<file path="config.mk">
export PLATFORM = sky130hd
export DESIGN_NAME = ffga_front
export DESIGN_NICKNAME = d
export VERILOG_FILES = /design/src/rtl/core/ffga_pkg.sv /design/src/rtl/core/ffga_front.sv
export SDC_FILE = /design/constraint.sdc
export NUM_CORES = 1
export LEC_CHECK = 0
export ABC_AREA = 0
export BUFFER_PORTS_ARGS = -buffer_cell sky130_fd_sc_hd__buf_2
export CAP_MARGIN = 15
export CELL_PAD_IN_SITES_DETAIL_PLACEMENT = 2
export CELL_PAD_IN_SITES_GLOBAL_PLACEMENT = 2
export CORE_MARGIN = 4
export CORE_UTILIZATION = 38
export CTS_CLUSTER_SIZE = 28
export DETAILED_ROUTE_END_ITERATION = 10
export PLACE_DENSITY = 0.9
export REMOVE_ABC_BUFFERS = 1
export SLEW_MARGIN = 20
export SYNTH_ARGS = -nofsm -noshare
export SYNTH_HDL_FRONTEND = slang
export SYNTH_SLANG_ARGS = --single-unit
</file>
<file path="constraint.sdc">
create_clock -name clk -period 10.05 [get_ports clk]
set_clock_uncertainty 0.05 [all_clocks]
set_input_delay 2.01 -clock clk [delete_from_list [all_inputs] [get_ports clk]]
set_output_delay 2.01 -clock clk [all_outputs]
set_load 0.1 [all_outputs]
</file>
<file path="src/rtl/core/ffga_pkg.sv">
// Shared types and constants for the first-fit granule allocator.
// No dependencies.
package ffga_pkg;

    localparam int GRANULES_DEF   = 4096;
    localparam int MAX_GRANTS_DEF = 64;
    localparam int GRANULE_SHIFT  = 5;

    localparam logic [1:0] MODE_ANY     = 2'd0;
    localparam logic [1:0] MODE_AT      = 2'd1;
    localparam logic [1:0] MODE_RELEASE = 2'd2;
    localparam logic [1:0] MODE_UNUSED  = 2'd3;

    localparam logic [2:0] ST_OK        = 3'd0;
    localparam logic [2:0] ST_ZERO      = 3'd1;
    localparam logic [2:0] ST_NO_SPACE  = 3'd2;
    localparam logic [2:0] ST_FULL      = 3'd3;
    localparam logic [2:0] ST_IGNORED   = 3'd4;

    localparam logic CFG_BASE  = 1'b0;
    localparam logic CFG_BYTES = 1'b1;

    typedef enum logic [1:0] {
        OP_ANY,
        OP_AT,
        OP_RELEASE,
        OP_REJECT
    } op_t;

    // classified item handed from front to back
    typedef struct packed {
        op_t         op;
        logic [2:0]  status;
        logic [12:0] need;
        logic [31:0] rel;
        logic [12:0] avail;
    } cmd_t;

endpackage

</file>
<file path="src/rtl/core/ffga_front.sv">
// Front end: accepts items, rounds sizes, classifies and queues commands.
// Depends on ffga_pkg.
module ffga_front (
    input  logic                 clk,
    input  logic                 rst_n,
    input  logic                 valid_in,
    output logic                 stall_in,
    input  logic [1:0]           mode,
    input  logic [17:0]          request_size,
    input  logic [31:0]          address,
    input  logic [31:0]          base_reg,
    input  logic [17:0]          bytes_reg,
    input  logic [12:0]          avail,
    output logic                 cmd_valid,
    input  logic                 cmd_take,
    output ffga_pkg::cmd_t       cmd
);

    ffga_pkg::cmd_t q_reg [2];
    logic [1:0]     cnt_reg;
    logic           rd_reg;
    logic           wr_reg;
    ffga_pkg::cmd_t c;
    logic [31:0]    rel;
    logic [18:0]    need19;
    logic           push;
    logic           pop;

    always_comb
    begin
        rel    = address - base_reg;
        need19 = ({1'b0, request_size} + 19'd31) >> ffga_pkg::GRANULE_SHIFT;
        c.rel    = rel;
        c.avail  = avail;
        c.need   = need19[12:0];
        c.status = ffga_pkg::ST_OK;
        c.op     = ffga_pkg::OP_REJECT;
        case (mode)
            ffga_pkg::MODE_ANY, ffga_pkg::MODE_AT:
            begin
                if (request_size == 18'd0)
                    c.status = ffga_pkg::ST_ZERO;
                else if (need19 > {6'd0, avail})
                    c.status = ffga_pkg::ST_NO_SPACE;
                else if (mode == ffga_pkg::MODE_ANY)
                    c.op = ffga_pkg::OP_ANY;
                else if (address < base_reg || rel[4:0] != 5'd0)
                    c.status = ffga_pkg::ST_NO_SPACE;
                else
                    c.op = ffga_pkg::OP_AT;
            end
            ffga_pkg::MODE_RELEASE:
            begin
                if (address < base_reg || rel[4:0] != 5'd0 || rel >= {14'd0, bytes_reg})
                    c.status = ffga_pkg::ST_IGNORED;
                else
                    c.op = ffga_pkg::OP_RELEASE;
            end
            default:
                c.status = ffga_pkg::ST_IGNORED;
        endcase
    end

    assign stall_in  = (cnt_reg == 2'd2);
    assign push      = valid_in && !stall_in;
    assign cmd_valid = (cnt_reg != 2'd0);
    assign pop       = cmd_valid && cmd_take;
    assign cmd       = q_reg[rd_reg];

    always_ff @(posedge clk)
    begin
        if (push)
            q_reg[wr_reg] <= c;
    end

    always_ff @(posedge clk or negedge rst_n)
    begin
        if (!rst_n)
        begin
            cnt_reg <= 2'd0;
            rd_reg  <= 1'b0;
            wr_reg  <= 1'b0;
        end
        else
        begin
            if (push)
                wr_reg <= !wr_reg;
            if (pop)
                rd_reg <= !rd_reg;
            cnt_reg <= cnt_reg + {1'b0, push} - {1'b0, pop};
        end
    end

    a_cnt_bound: assert property (@(posedge clk) disable iff (!rst_n) cnt_reg <= 2'd2)
        else $error("queue overfull");
    a_no_push_full: assert property (@(posedge clk) disable iff (!rst_n)
        cnt_reg == 2'd2 |-> !push) else $error("push into full queue");
    a_pop_only_valid: assert property (@(posedge clk) disable iff (!rst_n)
        pop |-> cnt_reg != 2'd0) else $error("pop from empty queue");

endmodule

</file>
# After elaboration in Yosys (flattened, before gate mapping)

Memories as Yosys holds them, arrays and structs flattened.
Cells that the tools add are included.

Add/sub/neg operators: 4
$lt $le $gt $ge: 3
Eq/ne operators: 3
Mux-type cells: 14
Reduce and logical (&&, ||, !) cells: 12

Operator list:

| kind                                                | number |
|---|---|
| greater-or-equal comparator 32 x 18 -> 1 bit        | 1 |
| less-than comparator 32 bit                         | 1 |
| subtractor 32 bit                                   | 1 |
| adder 18 x 5 -> 19 bit, second input constant       | 1 |
| logical NOT 18 bit                                  | 1 |
| two-way mux 2 bit                                   | 8 |
| greater-than comparator 14 x 13 -> 1 bit            | 1 |
| one-hot mux 3 bit (2 select lines)                  | 1 |
| nonzero test 5 bit                                  | 1 |
| equality test 2 bit, second input constant          | 2 |
| one-hot mux 2 bit (2 select lines)                  | 1 |
| logical NOT 1 bit                                   | 3 |
| two-way mux 1 bit                                   | 3 |
| two-way mux 3 bit                                   | 1 |
| adder 2 x 1 -> 2 bit                                | 1 |
| equality test 2 x 1 -> 1 bit, second input constant | 1 |
| logical AND 1 bit                                   | 2 |
| logical NOT 2 bit                                   | 1 |
| logical OR 1 bit                                    | 2 |
| nonzero test 2 bit                                  | 1 |
| OR reduction 2 bit                                  | 1 |
| subtractor 2 x 1 -> 2 bit                           | 1 |

Register bits: 4
Memory bits (writable): 126
Bits of input ports: 119
Word-level logic and storage cells: 40
Memories: 1

Memories:

| name  | depth | bits a word | read ports | clocked after Yosys merged registers in | wr ports | RTL line         | RTL |
|---|---|---|---|---|---|---|---|
| q_reg | 2     | 63          | 1          | 0                                       | 1        | ffga_front.sv:19 | `ffga_pkg::cmd_t q_reg [2];` |

# Longest topological paths before layout

Gate-level depths: netlist (run 1).

Word-level depth: 8
Gate-level depth with buffers: 20
Gate-level depth less buffers: 20

# Least setup slack after synthesis (run 1)

Ideal clock, no wire load.

Path kind: input-to-reg
Start point: input address[0]
End point: memory q_reg[0][61] (netlist name) (data pin)
Setup time: 0.275 ns
Arrival: 5.667 ns
Data required time: 9.725 ns
Path slack: 4.058 ns
Stages on the path: 19
Buffers on the path: 0
Cells stage by stage: inv_1 -> ha_1 -> inv_1 -> fa_1 -> a21o_2 -> a221o_1 -> a21oi_2 -> o21bai_1 -> a21oi_1 -> xnor2_1 -> ha_1 -> a21o_1 -> a21o_1 -> a2111oi_0 -> o21ai_0 -> a31oi_1 -> or4bb_1 -> a211oi_2 -> a31oi_1

RTL lines:

| what            | RTL line         | RTL |
|---|---|---|
| start, declared | ffga_front.sv:10 | `input logic [31:0] address,` |
| end, declared   | ffga_front.sv:19 |  |

==> summary.txt, run 1 <==
Yosys
  – Mapped Area: 7720 µm²
  – FFs w/ async S/R, synth: 3.08%
  – Seq cells post-synth: 130
  – Top_reg_cell synth: edfxtp_1
  – Post-synth EDFFs: 126
  – Mean Syn Cell Area: 11.7 µm²
  – Yosys cell types: 59
  – Synth warn: 0
  – Post-synthesis sequential area ratio: 50.3%
  – Cell count after synthesis: 660

Floorplan
  – Initial Util: 39.2%
  – Core footprint: 19700 µm²
  – I/O pins: 184
  – Core Rows: 51
  – Die Y: 151 µm
  – Die Wd: 151 µm
  – Die Area: 22700 µm²

STA
  – # setup viols final: 0
  – Max-slew violations: 0
  – Worst hold slack: 0.449 ns
  – Slew Limit Headroom: 38.9%
  – TNS Setup: 0 ns
  – Final Cycle Share: 63.2%
  – RSZ-0062 raised after global routing: false
  – Final Hold Viols: 0
  – Slew of the pin with the lowest slew margin: 0.917 ns
  – Fin crit period: 6.35 ns
  – Max Freq: 157 MHz

GRT
  – Vias in the first global route: 6540
  – GRT overflow: 0
  – Largest net degree at the start of global routing: 65
  – Initial antenna violation count: 3
  – Global Route Usage Sum: 21.0%
  – First-pass GRT wire length: 36300 µm

Place
  – Routability cong.: 0.870
  – Post-place instance area: 8940 µm²
  – IO buf count: 183
  – Placed wire-length estimate: 18500 µm

Critical path
  – Maximum fanout along the worst path: 4
  – Setup crit start: address[0]
  – Critical path data required time: 10.13 ns
  – Worst path slowest cell: or4bb_1
  – Cells along the critical path: buf_2 -> inv_1 -> ha_1 -> inv_1 -> fa_1 -> a21o_2 -> a221o_1 -> a21oi_2 -> o21bai_1 -> a21oi_1 -> xnor2_1 -> ha_1 -> a21o_1 -> a21o_1 -> a2111oi_0 -> o21ai_0 -> a31oi_1 -> or4bb_1 -> a211oi_2 -> a31oi_1
  – Crit Path Category: in2reg
  – Crit Reg-Reg Startpoint: cnt_reg[1]$_DFF_PN0_
  – Largest stage delay on the critical path: 0.45 ns
  – Crit start category: input pin
  – Worst EP arrival: 6.43 ns
  – Worst setup EP type: register

Power
  – Pwr per Cell Area: 320 nW/µm²
  – Total power: 3050 µW
  – Leak: 0.00410 µW
  – VDD IR max: 0.137 mV

Cells and area
  – Final core utilization: 48.4%
  – Final #Nets: 1036
  – Max FFs per register: 126
  – Layout cells sized above 1: 34.0%
  – Area grow syn2layout: 23.5%
  – Final non-filler cell area: 9540 µm²

CTS
  – Root Driver: clkbuf_16
  – CTS tree: done
  – Clk_lat worst skew: 0.41 ns
  – Post-CTS setup buffer count: 0
  – Max Buffers Root-to-Sink: 2
  – CTS clk-pin slew, worst paths: 0.06 ns
  – Clock sinks: 130
  – CTS resizes: 0
  – Num CTS Buffers: 17
  – Htree depth: 4
  – Cts hold-fix bufs: 0

Drt
  – DR vias: 5862
  – Total wire length: 23800 µm
  – First-iteration detailed-routing DRC count: 364
  – Antenna viol nets, final: 0
  – DR vias/cell: 5.18
  – Mean routed wirelength per cell: 21.1 µm
  – DRT Pass-1 Iters: 5
  – DRC Markers: 0

Outcome
  – Status: completed

Hold path
  – Critical hold path startpoint: cnt_reg[1]$_DFF_PN0_
  – Hold Path Class: reg2reg

Job
  – # Max-Cap Violations: 0
routing by layer:
metal  GRT usage, %  up-vias  wire (µm)
li1               -     2801          -
met1           24.7     2859       9710
met2           39.1      172      12500
met3           3.01       30       1200
met4           6.68        0        473
met5              0        -          0
critical path, delay by kind of cell:
kind	cells	cell delay [ns]
buffers and inverters	3	0.23
xor gates and xnor gates	1	0.21
AOI/OAI and AO/OA	12	2.61
adders and majority gates	3	0.92
and+or+nand+nor	1	0.45
worst paths after layout:
path	to	slack, ns	cells after the start
max in group asynchronous	rd_reg$_DFFE_PN0P_	8.46	1
worst min register to register	cnt_reg[1]$_DFF_PN0_	0.45	1
worst min-delay path	cnt_reg[1]$_DFF_PN0_	0.45	1
min in group asynchronous	wr_reg$_DFFE_PN0P_	1.35	1
worst max register to register	q_reg[0][43]$_DFFE_PP_	8.06	4
worst max-delay path	q_reg[0][61]$_DFFE_PP_	3.70	20
through the flow:
stage          instances  worst slack [ns]
4_1_cts             1129              3.71
5_1_grt             1132              3.40
2_1_floorplan        646              4.06
3_3_place_gp        1097              3.56
3_5_place_dp        1097              3.34
6_report            1132              3.70
cells by family after synthesis:
group / share of synthesized area (%)
compound gates: 11.2
flops: 50.3
simple gates: 8.46
buf+inv: 4.70
fa+ha+maj: 10.8
mux: 9.19
xor+xnor: 5.33
cell type report:
type	count	area, µm²
Antenna cell	3	7.51
Tap cell	265	332
Multi-Input combinational cell	437	3480
Sequential cell	130	3880
Clock buffer	17	425
Inverter	79	297
Clock inverter	15	166
Fill cell	2043	10200
Timing Repair Buffer	186	938
cells in the final DEF (no fill, tap or decap), drive strengths merged, types with 3 or more instances in the layout:
cell type  instances
nand2             38
or2                4
a31oi              7
nor3               8
and3               3
a21boi             5
dfrtp              4
o21bai             4
buf              186
xnor2             30
bufinv             3
nor2              24
edfxtp           126
or3                4
nor2b              3
a21oi             48
mux2              63
and2               3
a211oi             5
ha                65
o22ai              3
nand4             11
xor2              17
a21o              20
clkinv             6
or4                3
o21ai             21
diode              3
nand3             10
clkinvlp           5
nor4               5
nand2b             7
inv               80
clkbuf            17
synth_stat cells (5+ instances only):
master	count	share of area, %
nand2_1	38	1.8
clkbuf_1	10	0.49
a31oi_1	6	0.49
xor2_1	17	1.9
a21o_1	19	1.8
nor3_1	8	0.52
nand4_1	10	0.81
a21oi_1	46	3.0
xnor2_1	30	3.4
ha_1	65	11
edfxtp_1	126	49
nand2b_1	7	0.57
nor2_1	24	1.2
inv_1	79	3.8
nand3_1	9	0.58
mux2_2	63	9.2
o21ai_0	19	1.2
nor4_1	5	0.41
report_power, final:
| part | switching (µW) | leakage (µW) | internal [µW] |
|---|---|---|---|
| clock network | 234 | 0.000274 | 387 |
| registers | 38.5 | 0.00121 | 769 |
| logic | 1300 | 0.00261 | 327 |
Power figures use the tool's default switching activity.
==> run 2, diff against run 1 <==
--- a/config.mk
+++ b/config.mk
@@ -5,16 +5,16 @@
 export SDC_FILE = /design/constraint.sdc
 export NUM_CORES = 1
 export LEC_CHECK = 0
-export ABC_AREA = 0
+export ABC_AREA = 1
 export BUFFER_PORTS_ARGS = -buffer_cell sky130_fd_sc_hd__buf_2
 export CAP_MARGIN = 15
 export CELL_PAD_IN_SITES_DETAIL_PLACEMENT = 2
 export CELL_PAD_IN_SITES_GLOBAL_PLACEMENT = 2
 export CORE_MARGIN = 4
-export CORE_UTILIZATION = 38
+export CORE_UTILIZATION = 32
 export CTS_CLUSTER_SIZE = 28
 export DETAILED_ROUTE_END_ITERATION = 10
-export PLACE_DENSITY = 0.9
+export PLACE_DENSITY = 0.86
 export REMOVE_ABC_BUFFERS = 1
 export SLEW_MARGIN = 20
 export SYNTH_ARGS = -nofsm -noshare
==> constraint.sdc (replaced) <==
create_clock -name clk -period 5.9 [get_ports clk]
set_clock_uncertainty 0.05 [all_clocks]
set_input_delay 1.18 -clock clk [delete_from_list [all_inputs] [get_ports clk]]
set_output_delay 1.18 -clock clk [all_outputs]
set_load 0.1 [all_outputs]
==> run 2 against run 1 <==
- non-clock buffer count grew 1
- sequential cell count did not move
- total power increased by 84%
- design area grew 11%
- setup slack worse by 1.8 ns
- hold slack improved by 0.057 ns
- via count is 35% higher
- clock power is 74% higher
- highest routed layer unchanged
- die area is 31% higher
- count of clock-buffer cells in the layout unchanged
- sequential share of layout area down 3.9 points
- first-iteration DRC count up 3.3%
==> summary.txt, run 2 <==
GRT
  – Largest net degree at the start of global routing: 64 (-1.5%)
  – Initial antenna violation count: 0 (-3)
  – First-pass GRT wire length: 45000 µm (+24%)
  – GRT overflow: 0 (unchanged)
  – Vias in the first global route: 8608 (+32%)
  – Global Route Usage Sum: 19.6% (-1.4 points)

CTS
  – CTS resizes: 0 (unchanged)
  – Root Driver: clkbuf_16
  – Clock sinks: 130 (unchanged)
  – CTS tree: done
  – Htree depth: 4 (unchanged)
  – Num CTS Buffers: 17 (unchanged)
  – Cts hold-fix bufs: 0 (unchanged)
  – Post-CTS setup buffer count: 0 (unchanged)
  – Max Buffers Root-to-Sink: 2 (unchanged)
  – CTS clk-pin slew, worst paths: 0.06 ns (about the same)
  – Clk_lat worst skew: 0.42 ns (about the same)

Drt
  – Total wire length: 29100 µm (+22%)
  – Mean routed wirelength per cell: 17.6 µm (-16%)
  – Antenna viol nets, final: 0 (unchanged)
  – DR vias: 7900 (+35%)
  – First-iteration detailed-routing DRC count: 376 (+3.3%)
  – DRC Markers: 0 (unchanged)
  – DR vias/cell: 4.78 (-7.7%)
  – DRT Pass-1 Iters: 5 (unchanged)

Yosys
  – Synth cell count leaders: 440 x nand2_1, 213 x inv_1, 126 x edfxtp_1
  – Post-synth EDFFs: 126 (unchanged)
  – Area leader, netlist: edfxtp_1
  – Most common cell in the synthesized netlist: nand2_1
  – Top_reg_cell synth: edfxtp_1
  – Synth warn: 0 (unchanged)
  – Seq cells post-synth: 130 (unchanged)
  – Synth area leaders: edfxtp_1 44%, nand2_1 19%, ha_1 9.4%
  – Share of the synthesized area in the top cell type: 43.8% (-5.2 points)
  – FFs w/ async S/R, synth: 3.08% (unchanged)
  – Post-synthesis sequential area ratio: 45.0% (-5.3 points)
  – Mapped Area: 8630 µm² (+12%)
  – Mean Syn Cell Area: 7.75 µm² (-34%)
  – Cell count after synthesis: 1113 (+69%)
  – Yosys cell types: 33 (-44%)

STA
  – Slew of the pin with the lowest slew margin: 0.978 ns (+0.0612 ns)
  – Fin crit period: 4.02 ns
  – TNS Setup: 0 ns (unchanged)
  – Slew Limit Headroom: 34.1% (-4.8 points)
  – Max Freq: 249 MHz
  – Final Hold Viols: 0 (unchanged)
  – RSZ-0062 raised after global routing: false
  – Max-slew violations: 0 (unchanged)
  – # setup viols final: 0 (unchanged)
  – Final Cycle Share: 68.1%

Place
  – Post-place instance area: 9960 µm² (+11%)
  – Placed insts: 1622 (+48%)
  – Routability cong.: 0.825 (-5.1%)
  – IO buf count: 183 (unchanged)
  – Placed wire-length estimate: 23100 µm (+25%)

Power
  – Pwr per Cell Area: 532 nW/µm² (+66%)
  – Sequential power share: 24.4% (-2.0 points)
  – Int Pwr: 2430 µW (+64%)
  – Clock power share: 19.2% (-1.1 points)
  – Switch Pwr: 3180 µW (+100%)
  – Combinational power share: 56.4% (+3.2 points)
  – Switching Fraction: 56.7% (+5.3 points)
  – Leak: 0.00556 µW (+36%)
  – VDD IR max: 0.362 mV (+160%)

Cells and area
  – Reg area: 3880 µm² (unchanged)
  – Final non-filler cell area: 10600 µm² (+11%)
  – Area grow syn2layout: 22.3%
  – Max FFs per register: 126 (unchanged)
  – Multi-input logic area: 3890 µm² (+12%)
  – Leading cell type in the layout, fill and taps excluded: nand2_1
  – Most frequent cells in the layout: 440 x nand2_1, 213 x inv_1, 183 x buf_2, 126 x edfxtp_1, 65 x ha_1
  – Layout cells sized above 1: 20.2% (-14 points)
  – # fillers: 3138 (+54%)
  – Cell Count, Final, Fillers Out: 1653 (+46%)
  – Final #Nets: 1491 (+44%)
  – Diodes inserted: 0 (-3)

Critical path
  – Worst path slowest cell: ha_1
  – Cells along the critical path: buf_2 -> ha_1 -> a21oi_1 -> nand2_2 -> nand2_1 -> nand2_2 -> nand3_1 -> nand2_1 -> xor2_1 -> ha_1 -> a21oi_1 -> o21ai_0 -> a21oi_1 -> a21oi_1 -> nand3_1 -> nand2_1 -> nor2_1 -> nand3_1 -> nand2_1 -> inv_1
  – Crit start category: input pin
  – Crit Path Category: in2reg
  – Worst EP arrival: 4.14 ns (-2.29 ns)
  – Critical path data required time: 6.02 ns (-4.11 ns)
  – Maximum fanout along the worst path: 5 (+1)
  – Worst setup EP type: register
  – Largest stage delay on the critical path: 0.36 ns (-0.09 ns)

Outcome
  – Status: completed

Floorplan
  – Initial Util: 32.8% (-6.3 points)
  – I/O pins: 184 (unchanged)
  – Die Area: 29700 µm² (+31%)
  – Core Rows: 59 (+16%)
  – Core footprint: 26300 µm² (+33%)
  – Die Wd: 172 µm (+14%)
  – Die Y: 172 µm (+14%)

Job
  – # Max-Cap Violations: 0 (unchanged)

Hold path
  – Hold Path Class: in2async
run 2: changes by cell type in the layout (fill, tap and decap cells not counted), moves of 7 or more:
cell	before	now
nor2_1	23	58
nand3_1	9	42
a21oi_1	46	37
nand2b_1	7	0
inv_1	79	213
mux2_2	63	0
nor2_2	0	8
nand2_2	0	17
o21ai_0	19	6
xnor2_1	30	3
a21o_1	19	0
nand2_1	38	440
run 2: layer usage:
metal,share of wire [%],vias to the layer above,global-route usage [%]
met5,0,-,0
met4,1.5,0,4.68
met3,4.0,28,2.95
met2,53,182,37.8
met1,42,3839,22.7
li1,-,3851,-
run 2: cells by family after synthesis:
logic type	Yosys count	share of synthesized area (%)
simple gates	610	29.6
buf+inv	231	10.0
flops	130	45.0
compound gates	52	3.28
fa+ha+maj	66	9.66
xor+xnor	24	2.44
run 2: critical path: cells and delay by family:
kind | cells | cell delay [ns]
and+or+nand+nor | 10 | 0.99
AOI/OAI and AO/OA | 5 | 0.73
adders and majority gates | 2 | 0.68
xor gates and xnor gates | 1 | 0.36
buffers and inverters | 2 | 0.17
run 2: path summary, 6_finish.rpt:
path | cells past startpoint | end | slack [ns] | start
worst max register to register | 4 | q_reg[0][32]$_DFFE_PP_ | 3.34 | cnt_reg[1]$_DFF_PN0_
max in group asynchronous | 1 | rd_reg$_DFFE_PN0P_ | 5.16 | rst_n
min in group clk | 1 | cnt_reg[0]$_DFF_PN0_ | 0.52 | cnt_reg[0]$_DFF_PN0_
worst min-delay path | 1 | cnt_reg[0]$_DFF_PN0_ | 0.51 | rst_n
worst min register to register | 1 | cnt_reg[0]$_DFF_PN0_ | 0.52 | cnt_reg[0]$_DFF_PN0_
worst max-delay path | 20 | q_reg[0][60]$_DFFE_PP_ | 1.88 | address[2]
run 2: through the flow:
stage,hold slack [ns],setup slack [ns],total power [µW],utilization [%]
after floorplan,0.459,1.35,3900,-
after global placement,0.488,1.56,4490,37.9
after global routing,0.489,1.53,5870,40.2
after CTS,0.483,1.85,5680,40.2
final,0.506,1.88,5610,40.2
after detailed placement,0.512,1.44,4580,37.9
run 2: layout make-up:
| type | count | share of cell area (%) |
|---|---|---|
| Timing Repair Buffer | 187 | 8.96 |
| Inverter | 218 | 7.75 |
| Tap cell | 335 | 3.97 |
| Clock inverter | 14 | 1.57 |
| Clock buffer | 17 | 4.03 |
| Sequential cell | 130 | 36.8 |
| Multi-Input combinational cell | 752 | 36.9 |
run 2: power groups by stage:
stage	clock, µW	combinational (µW)	sequential [µW]
detailed placement	0	3190	1380
floorplan	0	2480	1420
CTS	1100	3210	1370
global placement	0	3120	1370
global route	1130	3360	1390
finish	1080	3160	1370
